--- config.mk ---
export PLATFORM = sky130hd
export DESIGN_NAME = keyed_handle_pool_cache_core
export DESIGN_NICKNAME = d
export VERILOG_FILES = /design/src/rtl/khp_pkg.sv /design/src/rtl/khp_engine.sv /design/src/rtl/keyed_handle_pool_cache_core.sv
export SDC_FILE = /design/constraint.sdc
export NUM_CORES = 1
export LEC_CHECK = 0
export BUFFER_PORTS_ARGS = -buffer_cell sky130_fd_sc_hd__buf_2
export CAP_MARGIN = 20
export CORE_MARGIN = 3
export CORE_UTILIZATION = 39
export DETAILED_ROUTE_END_ITERATION = 10
export HOLD_SLACK_MARGIN = 0.12
export SYNTH_ARGS = -nofsm -noshare
export SYNTH_HDL_FRONTEND = slang
export SYNTH_SLANG_ARGS = --single-unit
--- constraint.sdc ---
create_clock -name clock -period 11.6 [get_ports clock]
set_clock_uncertainty 0.2 [all_clocks]
set_input_delay 0.58 -clock clock [delete_from_list [all_inputs] [get_ports clock]]
set_output_delay 0.58 -clock clock [all_outputs]
set_load 0.01 [all_outputs]
--- src/rtl/khp_pkg.sv ---
// Shared constants, types and pointer helpers for the keyed handle pool cache.
`default_nettype none

package khp_pkg;

   localparam int CAPACITY = 16;
   localparam int SLOTS    = CAPACITY + 1;
   localparam int IDX_W    = $clog2(SLOTS);
   localparam int CNT_W    = $clog2(SLOTS + 1);
   localparam int SUM_W    = $clog2(2 * SLOTS);
   localparam int MAXE_W   = 5;
   localparam int CMP_W    = (CNT_W > MAXE_W) ? CNT_W : MAXE_W;
   localparam int KEY_W    = 32;
   localparam int HANDLE_W = 16;
   localparam int DROP_W   = 5;
   localparam int REQ_W    = 48;
   localparam int RSP_W    = 24;

   localparam logic [MAXE_W-1:0] MAXE_RESET = MAXE_W'(16);

   localparam logic ACT_TAKE = 1'b0;
   localparam logic ACT_PUT  = 1'b1;

   typedef struct packed {
      logic [HANDLE_W-1:0] handle;
      logic [KEY_W-1:0]    key;
   } khp_entry_type;

   typedef struct packed {
      logic                action;
      logic [KEY_W-1:0]    key;
      logic [HANDLE_W-1:0] handle;
   } khp_req_type;

   typedef struct packed {
      logic                hit;
      logic [HANDLE_W-1:0] found_handle;
      logic [DROP_W-1:0]   dropped_count;
   } khp_res_type;

   function automatic logic [IDX_W-1:0] khp_inc(input logic [IDX_W-1:0] p);
      return (p == IDX_W'(SLOTS - 1)) ? '0 : p + 1'b1;
   endfunction

   function automatic logic [IDX_W-1:0] khp_wrap(input logic [SUM_W-1:0] s);
      return (s >= SUM_W'(SLOTS)) ? IDX_W'(s - SUM_W'(SLOTS)) : IDX_W'(s);
   endfunction

endpackage

`default_nettype wire

--- src/rtl/khp_engine.sv ---
// Ring-buffer entry RAM with the search, gap-close and eviction sequencer.
`default_nettype none

module khp_engine (
   input  wire logic                          clock,
   input  wire logic                          reset,
   input  wire logic                          start,
   input  wire khp_pkg::khp_req_type          req,
   input  wire logic [khp_pkg::MAXE_W-1:0]    max_entries,
   input  wire logic                          out_free,
   output logic                               ready,
   output logic                               done,
   output khp_pkg::khp_res_type               res
);

   typedef enum logic [3:0] {
      ST_IDLE   = 4'b0001,
      ST_SEARCH = 4'b0010,
      ST_SHIFT  = 4'b0100,
      ST_DONE   = 4'b1000
   } khp_state_type;

   khp_state_type                   state_ff, state_in;
   logic [khp_pkg::IDX_W-1:0]       head_ff, head_in;
   logic [khp_pkg::CNT_W-1:0]       count_ff, count_in;
   logic [khp_pkg::CNT_W-1:0]       cnt_ff, cnt_in;
   logic [khp_pkg::IDX_W-1:0]       rd_ptr_ff, rd_ptr_in;
   logic [khp_pkg::IDX_W-1:0]       rd_addr_ff, rd_addr_in;
   logic                            rd_valid_ff, rd_valid_in;
   logic [khp_pkg::IDX_W-1:0]       wr_ptr_ff, wr_ptr_in;
   logic [khp_pkg::KEY_W-1:0]       key_ff, key_in;
   khp_pkg::khp_res_type            res_ff, res_in;

   khp_pkg::khp_entry_type          mem [khp_pkg::SLOTS];
   khp_pkg::khp_entry_type          rdata_ff;
   khp_pkg::khp_entry_type          wdata;
   logic [khp_pkg::IDX_W-1:0]       waddr;
   logic                            mem_we;

   logic [khp_pkg::CMP_W-1:0]       lim;
   logic [khp_pkg::CMP_W-1:0]       cnt1;
   logic [khp_pkg::CMP_W-1:0]       ndrop;
   logic [khp_pkg::IDX_W-1:0]       tail;
   logic                            match;

   always_ff @(posedge clock) begin
      if (mem_we) begin
         mem[waddr] <= wdata;
      end
      rdata_ff <= mem[rd_ptr_ff];
   end

   always_comb begin
      lim = (khp_pkg::CMP_W'(max_entries) > khp_pkg::CMP_W'(khp_pkg::CAPACITY)) ?
            khp_pkg::CMP_W'(khp_pkg::CAPACITY) : khp_pkg::CMP_W'(max_entries);
      cnt1  = khp_pkg::CMP_W'(count_ff) + 1'b1;
      ndrop = (cnt1 > lim) ? cnt1 - lim : '0;
      tail  = khp_pkg::khp_wrap(khp_pkg::SUM_W'(head_ff) + khp_pkg::SUM_W'(count_ff));
      match = rd_valid_ff && (rdata_ff.key == key_ff);
   end

   always_comb begin
      state_in    = state_ff;
      head_in     = head_ff;
      count_in    = count_ff;
      cnt_in      = cnt_ff;
      rd_ptr_in   = rd_ptr_ff;
      rd_addr_in  = rd_addr_ff;
      rd_valid_in = 1'b0;
      wr_ptr_in   = wr_ptr_ff;
      key_in      = key_ff;
      res_in      = res_ff;
      mem_we      = 1'b0;
      waddr       = wr_ptr_ff;
      wdata       = rdata_ff;
      unique case (state_ff)
         ST_IDLE: begin
            if (start) begin
               key_in = req.key;
               res_in = '0;
               if (req.action == khp_pkg::ACT_PUT) begin
                  mem_we       = 1'b1;
                  waddr        = tail;
                  wdata.key    = req.key;
                  wdata.handle = req.handle;
                  count_in     = khp_pkg::CNT_W'(cnt1 - ndrop);
                  head_in      = khp_pkg::khp_wrap(khp_pkg::SUM_W'(head_ff) +
                                                   khp_pkg::SUM_W'(ndrop));
                  res_in.dropped_count = ndrop[khp_pkg::DROP_W-1:0];
                  state_in     = ST_DONE;
               end else begin
                  rd_ptr_in = head_ff;
                  cnt_in    = '0;
                  state_in  = ST_SEARCH;
               end
            end
         end
         ST_SEARCH: begin
            if (match) begin
               res_in.hit          = 1'b1;
               res_in.found_handle = rdata_ff.handle;
               wr_ptr_in           = rd_addr_ff;
               cnt_in              = count_ff - cnt_ff;
               state_in            = ST_SHIFT;
            end else if (cnt_ff < count_ff) begin
               rd_valid_in = 1'b1;
               rd_addr_in  = rd_ptr_ff;
               rd_ptr_in   = khp_pkg::khp_inc(rd_ptr_ff);
               cnt_in      = cnt_ff + 1'b1;
            end else if (!rd_valid_ff) begin
               state_in = ST_DONE;
            end
         end
         ST_SHIFT: begin
            if (rd_valid_ff) begin
               mem_we    = 1'b1;
               wr_ptr_in = khp_pkg::khp_inc(wr_ptr_ff);
            end
            if (cnt_ff != '0) begin
               rd_valid_in = 1'b1;
               rd_addr_in  = rd_ptr_ff;
               rd_ptr_in   = khp_pkg::khp_inc(rd_ptr_ff);
               cnt_in      = cnt_ff - 1'b1;
            end else if (!rd_valid_ff) begin
               count_in = count_ff - 1'b1;
               state_in = ST_DONE;
            end
         end
         ST_DONE: begin
            if (out_free) begin
               state_in = ST_IDLE;
            end
         end
         default: begin
            state_in = ST_IDLE;
         end
      endcase
   end

   always_ff @(posedge clock) begin
      if (reset) begin
         state_ff    <= ST_IDLE;
         head_ff     <= '0;
         count_ff    <= '0;
         rd_valid_ff <= 1'b0;
      end else begin
         state_ff    <= state_in;
         head_ff     <= head_in;
         count_ff    <= count_in;
         rd_valid_ff <= rd_valid_in;
      end
   end

   always_ff @(posedge clock) begin
      cnt_ff     <= cnt_in;
      rd_ptr_ff  <= rd_ptr_in;
      rd_addr_ff <= rd_addr_in;
      wr_ptr_ff  <= wr_ptr_in;
      key_ff     <= key_in;
      res_ff     <= res_in;
   end

   assign ready = (state_ff == ST_IDLE);
   assign done  = (state_ff == ST_DONE);
   assign res   = res_ff;

   a_count_cap: assert property (@(posedge clock) disable iff (reset)
      count_ff <= khp_pkg::CNT_W'(khp_pkg::CAPACITY))
      else $error("entry count above capacity");

   a_head_range: assert property (@(posedge clock) disable iff (reset)
      head_ff <= khp_pkg::IDX_W'(khp_pkg::SLOTS - 1))
      else $error("head pointer outside ring");

   a_scan_bound: assert property (@(posedge clock) disable iff (reset)
      (state_ff == ST_SEARCH) |-> (cnt_ff <= count_ff))
      else $error("scan index past entry count");

   a_copy_apart: assert property (@(posedge clock) disable iff (reset)
      (state_ff == ST_SHIFT && rd_valid_ff && cnt_ff != '0) |-> (wr_ptr_ff != rd_ptr_ff))
      else $error("gap close write collides with read");

   a_put_limit: assert property (@(posedge clock) disable iff (reset)
      (state_ff == ST_IDLE && start && req.action == khp_pkg::ACT_PUT) |=>
      (khp_pkg::CMP_W'(count_ff) <= $past(lim)))
      else $error("put left more entries than the limit");

endmodule

`default_nettype wire

--- src/rtl/keyed_handle_pool_cache_core.sv ---
// Top level of the keyed handle pool cache: stream ports, limit register, result register.
//
//   channel  dir  handshake          payload
//   req      in   req_tvalid/tready  tuser action, tdata key/handle
//   rsp      out  rsp_tvalid/tready  tdata hit/found_handle/dropped_count
//   csr      in   csr_wen            csr_wdata max_entries
//
// A put writes its entry and hands its result through the engine to the output register;
// the engine turns idle, ready for the next request, as the result enters that register.
// A take scans the entry RAM and closes the gap one entry per cycle through its single
// read port before its result is shown. One request is in work at a time.
// Reset empties the pool and sets max_entries to 16; no clearing pass is needed.
// A stalled result holds in the output register; the next request is taken meanwhile and
// its result waits in the engine, with req_tready low, until the register frees.
`default_nettype none

module keyed_handle_pool_cache_core (
   input  wire logic                          clock,
   input  wire logic                          reset,
   input  wire logic                          req_tvalid,
   output logic                               req_tready,
   input  wire logic [khp_pkg::REQ_W-1:0]     req_tdata,  // key[31:0], handle[47:32]
   input  wire logic                          req_tuser,  // action
   output logic                               rsp_tvalid,
   input  wire logic                          rsp_tready,
   output logic [khp_pkg::RSP_W-1:0]          rsp_tdata,  // hit[0], found_handle[16:1],
                                                          // dropped_count[21:17], zero
   input  wire logic                          csr_wen,
   input  wire logic [khp_pkg::MAXE_W-1:0]    csr_wdata
);

   logic [khp_pkg::MAXE_W-1:0] max_entries_ff, max_entries_in;
   logic                       rsp_valid_ff, rsp_valid_in;
   khp_pkg::khp_res_type       rsp_res_ff, rsp_res_in;
   khp_pkg::khp_req_type       req;
   khp_pkg::khp_res_type       res;
   logic                       start;
   logic                       ready;
   logic                       done;
   logic                       out_free;

   assign req.action = req_tuser;
   assign req.key    = req_tdata[khp_pkg::KEY_W-1:0];
   assign req.handle = req_tdata[khp_pkg::KEY_W +: khp_pkg::HANDLE_W];

   assign req_tready = ready && !reset;
   assign start      = req_tvalid && req_tready;
   assign out_free   = !rsp_valid_ff || rsp_tready;

   khp_engine u_engine (
      .clock       (clock),
      .reset       (reset),
      .start       (start),
      .req         (req),
      .max_entries (max_entries_ff),
      .out_free    (out_free),
      .ready       (ready),
      .done        (done),
      .res         (res)
   );

   always_comb begin
      max_entries_in = csr_wen ? csr_wdata : max_entries_ff;
      rsp_valid_in   = rsp_valid_ff && !rsp_tready;
      rsp_res_in     = rsp_res_ff;
      if (done && out_free) begin
         rsp_valid_in = 1'b1;
         rsp_res_in   = res;
      end
   end

   always_ff @(posedge clock) begin
      if (reset) begin
         max_entries_ff <= khp_pkg::MAXE_RESET;
         rsp_valid_ff   <= 1'b0;
      end else begin
         max_entries_ff <= max_entries_in;
         rsp_valid_ff   <= rsp_valid_in;
      end
   end

   always_ff @(posedge clock) begin
      rsp_res_ff <= rsp_res_in;
   end

   assign rsp_tvalid = rsp_valid_ff;
   assign rsp_tdata  = khp_pkg::RSP_W'({rsp_res_ff.dropped_count,
                                        rsp_res_ff.found_handle,
                                        rsp_res_ff.hit});

endmodule

`default_nettype wire

==> key figures, run 1 <==
Logic synthesis
  • Post-synth EDFFs: 912
  • Top cells by area, synth: edfxtp_1 (71%), mux4_2 (14%), dfxtp_1 (3.6%)
  • Sequential cell area fraction in the yosys report: 0.743
  • Mapped Cells: 1964
  • Asr flop ratio synth: 0
  • Yosys top cell by area: edfxtp_1
  • #FFs+latches synth: 981
  • Top cell type's share of synthesized area: 0.707
  • Synth Warn #: 0
  • Synth cell types: 66
  • Mapped Avg Cell Area: 19.7 um2
  • Ys flop type: edfxtp_1
  • Count leader, synth: edfxtp_1
  • Post-synthesis instance area: 38700 um2
  • Post-synth top cells: edfxtp_1 (912), mux4_2 (240), nand2_1 (189)

GRT
  • Number of global-route vias before repair: 20309
  • Initial antenna violation count: 1
  • First-pass GRT wire length: 129 mm
  • GRT Total Usage: 0.167
  • Total grt overflow: 0
  • Pin count of the biggest net entering global routing: 71

Routing
  • Wl on met1: 37.0 mm
  • Routed wire per std cell: 24.4 um
  • DR WL met3: 4.31 mm
  • DR top layer: met4
  • WL final: 85.3 mm
  • Met2 Wirelength: 41.7 mm
  • Violation count after the first detailed-routing iteration: 1710
  • Routed vias: 18967
  • DRC Markers: 0
  • Antenna viol nets, final: 0
  • Vias per cell: 5.42
  • Number of detailed-route iterations in the first pass: 5

STA
  • Worst slew pin tran: 1.12 ns
  • PnR worst setup slack: 6.22 ns
  • Period utilization: 0.464
  • Hold slack final: 0.219 ns
  • RSZ-0062 raised after global routing: no
  • Fmax: 0.186 GHz
  • Fin. Hold Viols: 0
  • Worst slew margin: 0.252
  • Setup TNS: 0 ns
  • Minimum clock period: 5.38 ns
  • Slew Limit Fails: 0
  • Final setup violation count: 0

Clock network
  • Post-CTS Setup Bufs: 0
  • CTS Buffer Depth: 3
  • Worst-path clk slew: 0.06 ns
  • Skew-Pair Late Insertion Delay: 0.68 ns
  • Clk Tree Root Cell: clkbuf_16
  • Clock Sinks: 981
  • H-tree levels: 3
  • CTS tree: done
  • CTS Buf Count: 99

Floorplan
  • Die H: 321 um
  • Initial Util: 0.397
  • Row count: 114
  • CORE AREA: 97600 um2
  • Die Area: 103000 um2
  • Die Span X: 321 um
  • IO Pins: 85

Place
  • Worst slack, placed: 6.19 ns
  • RePlAce Congestion: 0.825
  • Detail Placement HPWL: 46.1 mm
  • Buffers on Ports: 82

Critical path
  • Worst EP arrival: 5.46 ns
  • Reg2reg setup slack: 6.22 ns
  • Critical Path RT: 11.67 ns
  • Crit Path Class: register to register
  • Critical Path Start Type: register
  • Crit path max fanout: 29
  • Worst Setup End Kind: register

Outcome
  • Outcome: completed

Cells and area
  • Fillers: 8273
  • Fraction of layout cells with a size suffix above 1: 0.267
  • Fin nets: 2241
  • Ant. Diodes: 0
  • Final Util: 0.457
  • Layout area overhead: 15.2%

Power
  • Pwr dens: 177 nW/um2
  • Static Leak: 14.7 nW
  • Max VDD drop: 0.000113 V
  • Overall power consumption: 7.88 mW

Worst hold path
  • Min-delay worst type: register to register

Flow run
  • Max_cap viols: 0
[kinds of logic (layout without fill, tap and decap cells)]
family / count (synthesis) / count (layout) / synth area share
buf+inv: 126 / 386 / 0.0129
flops: 981 / 981 / 0.743
compound gates: 105 / 105 / 0.0188
simple gates: 352 / 352 / 0.0416
fa+ha+maj: 42 / 42 / 0.0145
other cells: 1 / 2 / 0.0000968
mux: 295 / 295 / 0.155
xor+xnor: 62 / 62 / 0.0140
[final timing paths]
check / cells past startpoint / start / to
setup / recovery: 12 / u_engine.count_ff[0]$_SDFFE_PP0P_ / u_engine.mem[1][43]$_DFFE_PP_
hold / removal: 0 / u_engine.res[8]$_DFFE_PP_ / rsp_tdata[4]$_DFFE_PP_
setup reg to reg: 12 / u_engine.count_ff[0]$_SDFFE_PP0P_ / u_engine.mem[1][43]$_DFFE_PP_
hold reg to reg: 0 / u_engine.res[8]$_DFFE_PP_ / rsp_tdata[4]$_DFFE_PP_
[layout by cell type, fill, tap and decap left out, types with 4 or more instances in the layout]
cell type      instances
edfxtp_1             912
bufinv_16             11
o21a_1                 4
inv_6                  4
nand2b_1               6
fa_1                   5
nor2_1                30
a21oi_1               22
dfxtp_1               69
or3_1                  6
buf_4                 37
mux2_2                49
mux2i_1                6
clkbuf_1              21
mux4_2               240
and3_1                22
nor4_1                 8
nor2_4                16
dlygate4sd3_1         46
xor2_1                42
clkbuf_16             99
inv_1                 33
ha_1                  37
nand3_1               26
clkbuf_8              11
xnor2_1               20
o21ai_0               23
o31ai_1                5
a21o_1                 8
clkinv_2              15
o211ai_1               5
buf_2                 82
nor3_1                11
clkinv_1              17
nand2_1              189
nor2b_1                9
and2_1                 6
o22ai_1                6
clkinvlp_4             4
[repair_timing]
item	4_1_cts	5_1_grt
hold buffers	46	0
endpoints found under the hold margin	40	0
gates resized for setup	0	0
[worst max-delay path, stage by stage (launching register included)]
cell and delay (ns):
dfxtp_1 0.51, ha_1 0.26, fa_1 0.48, inv_1 0.16, ha_1 0.29, nand3b_1 0.11, or4_1 0.41, and4_1 0.30
or4_4 0.45, a32oi_2 0.31, nand3_1 0.24, nor2_4 0.65, buf_4 0.60
[layer usage]
layer	track usage	vias up
met1	0.229	10020
li1	-	8280
met2	0.275	529
met4	0.0527	0
met3	0.0279	138
met5	0	-
[where the power goes]
| group | switching (mW) | internal [mW] | total [mW] |
|---|---|---|---|
| clock network | 1.33 | 1.89 | 3.22 |
| logic | 0.373 | 0.228 | 0.601 |
| registers | 0.0340 | 4.02 | 4.06 |
[through the flow]
step / instance area [um2] / instances
6_report: 44600 / 3501
5_1_grt: 44600 / 3501
4_1_cts: 44600 / 3498
3_5_place_dp: 40800 / 3266
3_3_place_gp: 40800 / 3266
2_1_floorplan: 38700 / 1965
[layout make-up]
class,count,area (um2),area share
multi-input combinational,858,9620,0.216
timing repair buffer,166,1180,0.0264
sequential,981,28800,0.645
tap,1276,1600,0.0358
inverter,34,128,0.00286
clock inverter,55,619,0.0139
clock buffer,131,2710,0.0607
[registers in the layout (all words and copies together) (netlist names)]
signal and flops:
u_engine.count_ff 5, u_engine.cnt_ff 5, u_engine.res 22, max_entries_ff 5, u_engine.wr_ptr_ff 5, u_engine.key_ff 32
u_engine.mem 816, rsp_tvalid 1, u_engine.head_ff 5, u_engine.rd_valid_ff 1, u_engine.rd_addr_ff 5, rsp_tdata 22
u_engine.state_ff 4, u_engine.rd_ptr_ff 5, u_engine.rdata_ff 48
No activity file was read; power rests on OpenSTA's default activity.
==> run 2, diff against run 1 <==
Clock period 11.6 ns to 5 ns, I/O delays scaled along.
==> run 2 against run 1 <==
Sequential share of layout area shrank 1.1 points; first-iteration DRC count increased by 19%; register-to-register slack got worse by 5.9 ns; design area is 1.8% higher; critical path depth up 6.
==> key figures, run 2 (synthesis results as in run 1) <==
Outcome
  • Outcome: completed

Routing
  • WL final: 89.7 mm
  • Number of detailed-route iterations in the first pass: 5
  • Vias per cell: 5.46
  • Violation count after the first detailed-routing iteration: 2041
  • Routed wire per std cell: 25.2 um
  • Routed vias: 19427
  • Antenna viol nets, final: 0
  • DRC Markers: 0

Clock network
  • CTS Buf Count: 99
  • Worst-path clk slew: 0.06 ns
  • Skew-Pair Late Insertion Delay: 0.66 ns
  • H-tree levels: 3
  • CTS tree: done
  • Clk Tree Root Cell: clkbuf_16
  • Clock Sinks: 981
  • CTS Buffer Depth: 3

Critical path
  • CP most frequent cell: ha_1
  • CP bufs+invs: 3
  • Crit Path Class: register to register
  • Worst Setup End Kind: register
  • Slowest CP cell: fa_1
  • Crit path max fanout: 9
  • Cell Chain, Critical Path: inv_1, ha_1, ha_1, nor2b_1, o21a_1, o21ai_0, a21oi_2, nor2b_4, ha_1, inv_1, fa_1, ha_1, nand3b_1, or4_1, a41oi_2, buf_4, o21ai_0, a311oi_1
  • Worst EP arrival: 5.09 ns
  • Critical Path RT: 5.36 ns
  • Critical Path Start Type: register
  • Worst path top cell family by delay: adder cells
  • CP max stage delay: 0.51 ns

Power
  • Clock power frac: 0.402
  • Max VDD drop: 0.000226 V
  • Switching Fraction: 0.222
  • Seq pwr share: 0.518
  • Psw: 4.04 mW
  • Comb pwr share: 0.080
  • Static Leak: 15.0 nW
  • Internal power: 14.2 mW
  • Pwr dens: 401 nW/um2

Floorplan
  • Die Area: 103000 um2
  • Die H: 321 um
  • IO Pins: 85
  • Row count: 114
  • Die Span X: 321 um
  • CORE AREA: 97600 um2
  • Initial Util: 0.397

Cells and area
  • Largest regs: u_engine.mem x816, u_engine.rdata_ff x48, u_engine.key_ff x32
  • Max reg flops: 816
  • Fin nets: 2298
  • Most common cell after layout, fill and taps aside: edfxtp_1
  • Fillers: 8219
  • Most frequent cells in the layout: edfxtp_1 (912), mux4_2 (240), nand2_1 (189), clkbuf_16 (101), buf_2 (82)
  • Reg with most FFs: u_engine.mem
  • Final Util: 0.465
  • Fin area: 45400 um2
  • Fraction of layout cells with a size suffix above 1: 0.274
  • Layout area overhead: 17.2%

Place
  • Buffers on Ports: 82
  • RePlAce Congestion: 0.809
  • Detail Placement HPWL: 49.8 mm
  • Worst slack, placed: 0.156 ns
  • Post-DP Area: 41300 um2

STA
  • Period utilization: 0.946
  • Worst slew margin: 0.256
  • PnR worst setup slack: 0.269 ns
  • Slew Limit Fails: 0
  • Worst slew pin tran: 1.12 ns
  • Minimum clock period: 4.73 ns
  • Fin. Hold Viols: 0
  • Setup TNS: 0 ns
  • Final setup violation count: 0
  • Fmax: 0.211 GHz

GRT
  • Pin count of the biggest net entering global routing: 99
  • First-pass GRT wire length: 134 mm
  • Number of global-route vias before repair: 20251
  • GRT Total Usage: 0.175
  • Total grt overflow: 0
  • Initial antenna violation count: 1

Flow run
  • Max_cap viols: 0

Worst hold path
  • Min-delay worst type: input pin to register
-- run 2: cell count changes in the layout (fill, tap and decap cells not counted), sizes merged --
| cell | delta |
|---|---|
| clkbuf | +5 |
| bufinv | -4 |
| inv | +1 |
| dlygate4sd3 | +35 |
| buf | +22 |
| diode | +1 |
-- run 2: power by group through the flow --
stage	logic [mW]	clock network, mW	registers (mW)
global placement	1.36	0	9.59
floorplan	0.941	0	9.55
finish	1.46	7.33	9.43
global route	1.59	7.85	9.44
detailed placement	1.41	0	9.60
CTS	1.47	7.50	9.43
-- run 2: stage by stage --
stage,hold WS [ns],power [mW],instances
3_3_place_gp,0.203,11.0,3287
2_1_floorplan,0.142,10.5,1965
6_report,0.151,18.2,3561
5_1_grt,0.139,18.9,3560
4_1_cts,0.120,18.4,3558
3_5_place_dp,0.205,11.0,3289
-- run 2: path summary, 6_finish.rpt --
path                                startpoint                               end  slack (ns)  cells after the start
max          u_engine.count_ff[0]$_SDFFE_PP0P_  u_engine.head_ff[3]$_SDFFE_PP0P_        0.27                     18
min                              req_tdata[31]     u_engine.key_ff[31]$_DFFE_PP_        0.15                      2
max reg2reg  u_engine.count_ff[0]$_SDFFE_PP0P_  u_engine.head_ff[3]$_SDFFE_PP0P_        0.27                     18
min reg2reg          u_engine.res[9]$_DFFE_PP_            rsp_tdata[5]$_DFFE_PP_        0.22                      0
-- run 2: metal layers --
layer,part of all wire,wire length (um),track usage,up-vias
li1,-,-,-,8377
met1,0.44,39800,0.251,10347
met2,0.48,43100,0.281,597
met3,0.058,5240,0.0322,106
met4,0.017,1520,0.0399,0
met5,0,0,0,-
-- run 2: worst register-to-register path: cells and delay by family (launching register included) --
kind                       cells  cell delay [ns]
adders and majority gates      5             1.62
DFF                            1             0.43
buffers and inverters          3             0.31
and+or+nand+nor                4             0.98
AOI/OAI and AO/OA              6             1.08
-- run 2: cell type report --
class | count | area (um2) | share of cell area
flip-flops and latches | 981 | 28800 | 0.634
multi-input cells | 858 | 9670 | 0.213
clock buffers | 136 | 2790 | 0.0614
repair buffers | 223 | 1990 | 0.0438
well taps | 1276 | 1600 | 0.0352
clock inverters | 52 | 464 | 0.0102
inverters | 34 | 128 | 0.00281
diodes | 1 | 2.50 | 0.0000551
-- run 2: repair_timing --
action / in CTS / in global routing
resized for setup: 0 / 5
setup buffers: 0 / 2
hold endpoints to repair: 428 / 0
hold buffers: 81 / 0
endpoints found under the setup margin: 0 / 4
==> run 3, diff against run 2 <==
Clock period 5 ns to 4.1 ns, I/O delays scaled along.
==> run 3 against run 2 <==
The flow now finishes with violations (setup timing); power is 24% higher; combinational power rose by 44%; design area is 8.0% higher; die area did not move; maximum frequency is 12% higher.
==> key figures, run 3 (synthesis results as in run 1) <==
Outcome
  • Outcome: complete, but fails checks
  • Failing checks: setup timing

STA
  • Period utilization: 1.03
  • Fin. Hold Viols: 0
  • RSZ-0062 raised after global routing: yes
  • Slew Limit Fails: 0
  • Minimum clock period: 4.22 ns
  • Worst slew margin: 0.309
  • PnR worst setup slack: -0.122 ns
  • Setup TNS: -31.28 ns
  • Worst slew pin tran: 1.04 ns
  • Fmax: 0.237 GHz
  • Final setup violation count: 533

Routing
  • DRC Markers: 0
  • Antenna viol nets, final: 0
  • Vias per cell: 5.51
  • WL final: 103 mm
  • Violation count after the first detailed-routing iteration: 2289
  • Routed vias: 20678
  • Routed wire per std cell: 27.3 um
  • Number of detailed-route iterations in the first pass: 5

Clock network
  • CTS Buf Count: 100
  • H-tree levels: 3
  • Clock Sinks: 981
  • Clk Tree Root Cell: clkbuf_16
  • Worst-path clk slew: 0.06 ns
  • CTS tree: done
  • Skew-Pair Late Insertion Delay: 0.66 ns
  • CTS Buffer Depth: 3

Flow run
  • Max_cap viols: 0

Place
  • Post-DP Area: 42000 um2
  • RePlAce Congestion: 0.825
  • Post-Place Cells: 3347
  • Buffers on Ports: 82
  • Detail Placement HPWL: 55.7 mm

Critical path
  • Cell Chain, Critical Path: buf_6, ha_4, fa_2, inv_2, ha_4, nand3b_1, or4_1, and4_4, or4_4, a32oi_2, buf_6, nand3_4, nor2_4, buf_12, clkbuf_16
  • Slowest CP cell: fa_2
  • R2R Path End: u_engine.mem[0][31]$_DFFE_PP_
  • Worst Setup End Kind: register
  • RR Startpoint: u_engine.count_ff[0]$_SDFFE_PP0P_
  • Critical Path Start Type: register
  • Crit path max fanout: 8
  • R2r worst-path depth: 15
  • CP bufs+invs: 5
  • CP max stage delay: 0.57 ns
  • Worst path top cell family by delay: simple AND/OR/NAND/NOR gates
  • Crit Path Class: register to register
  • Reg2reg setup slack: -0.12 ns
  • Worst EP arrival: 4.39 ns
  • Critical Path RT: 4.27 ns

Floorplan
  • Die H: 321 um
  • Initial Util: 0.397
  • Die Area: 103000 um2
  • Row count: 114
  • Die Span X: 321 um
  • IO Pins: 85
  • CORE AREA: 97600 um2

GRT
  • Pin count of the biggest net entering global routing: 101
  • GRT Total Usage: 0.187
  • Number of global-route vias before repair: 21178
  • First-pass GRT wire length: 142 mm
  • Initial antenna violation count: 3
  • Total grt overflow: 0

Power
  • Static Leak: 16.6 nW
  • Max VDD drop: 0.000336 V
  • Psw: 5.14 mW
  • Internal power: 17.4 mW
  • Pwr dens: 459 nW/um2
  • Switching Fraction: 0.228
  • Clock power frac: 0.397
  • Seq pwr share: 0.510
  • Comb pwr share: 0.093

Cells and area
  • Layout area overhead: 26.6%
  • Fin nets: 2491
  • Most frequent cells in the layout: edfxtp_1 (912), mux4_2 (240), nand2_1 (189), clkbuf_16 (138), dlygate4sd3_1 (92)
  • Ant. Diodes: 0
  • Post-Layout Cell Count: 3750
  • Fillers: 7822
  • Max reg flops: 816
  • Reg with most FFs: u_engine.mem
  • Largest regs: u_engine.mem x816, u_engine.rdata_ff x48, u_engine.key_ff x32
  • Fin area: 49000 um2
  • Register area: 28800 um2
  • Fraction of layout cells with a size suffix above 1: 0.338
  • Most common cell after layout, fill and taps aside: edfxtp_1
  • Area occupied by multi-input gates: 9990 um2

Worst hold path
  • Worst Hold Launch: req_tdata[18]
  • Hold EP: u_engine.key_ff[18]$_DFFE_PP_
  • Hold depth: 2
  • Min-delay worst type: input pin to register
==> run 3: cell types whose count changed in the layout (fill, tap and decap cells not counted), moves of 7 or more <==
cell | previous run | this run
ha_4 | 1 | 10
clkbuf_8 | 13 | 2
nand3_4 | 1 | 8
buf_6 | 0 | 25
clkbuf_16 | 101 | 138
buf_12 | 22 | 61
buf_8 | 0 | 11
nand3_1 | 24 | 16
ha_1 | 35 | 27
buf_16 | 2 | 30
dlygate4sd3_1 | 81 | 92
buf_4 | 36 | 77
==> run 3: power by group through the flow <==
stage	Clock, mW	Sequential (mW)	Combinational, mW
floorplan	0	11.6	1.16
CTS	9.11	11.5	2.02
global placement	0	11.7	1.81
finish	8.93	11.5	2.10
global route	9.53	11.5	2.26
detailed placement	0	11.7	1.86
==> run 3: what timing repair did <==
item,CTS,global route
hold buffers,92,0
resized for setup,91,76
hold endpoints to repair,349,0
setup endpoints to repair,803,790
pin swaps,24,37
buffers inserted,47,20
gates cloned,26,44
==> run 3: cell type report <==
class                   count  area share
flip-flops and latches    981       0.587
well taps                1276      0.0326
clock buffers             129      0.0545
repair buffers            415       0.109
inverters                  34     0.00265
multi-input cells         858       0.204
clock inverters            57      0.0111
==> run 3: metal layers <==
layer	track usage	up-vias	wire, um
met5	0	-	23
met1	0.263	10926	42800
met4	0.0498	4	2600
met3	0.0377	156	7580
li1	-	8804	-
met2	0.301	788	49500
==> run 3: per-stage QoR <==
stage / hold slack [ns] / util / worst slack [ns] / power [mW]
2_1_floorplan: 0.0965 / - / -0.894 / 12.8
3_3_place_gp: 0.202 / 0.431 / -0.284 / 13.5
3_5_place_dp: 0.199 / 0.431 / -0.385 / 13.6
4_1_cts: 0.134 / 0.489 / -0.117 / 22.6
5_1_grt: 0.136 / 0.503 / -0.237 / 23.3
6_report: 0.175 / 0.503 / -0.122 / 22.5
==> run 3: how the worst max path moves through the flow <==
stage / end / depth (start not counted) / slack [ns] / startpoint
finish: u_engine.mem[0][31]$_DFFE_PP_ / 15 / -0.12 / u_engine.count_ff[0]$_SDFFE_PP0P_
CTS: u_engine.head_ff[3]$_SDFFE_PP0P_ / 17 / -0.12 / u_engine.count_ff[0]$_SDFFE_PP0P_
global route: u_engine.head_ff[0]$_SDFFE_PP0P_ / 19 / -0.24 / u_engine.count_ff[0]$_SDFFE_PP0P_
global placement: u_engine.head_ff[0]$_SDFFE_PP0P_ / 19 / -0.28 / u_engine.count_ff[1]$_SDFFE_PP0P_
detailed placement: u_engine.head_ff[3]$_SDFFE_PP0P_ / 18 / -0.39 / u_engine.count_ff[1]$_SDFFE_PP0P_
floorplan: u_engine.mem[16][0]$_DFFE_PP_ / 12 / -0.89 / u_engine.count_ff[0]$_SDFFE_PP0P_
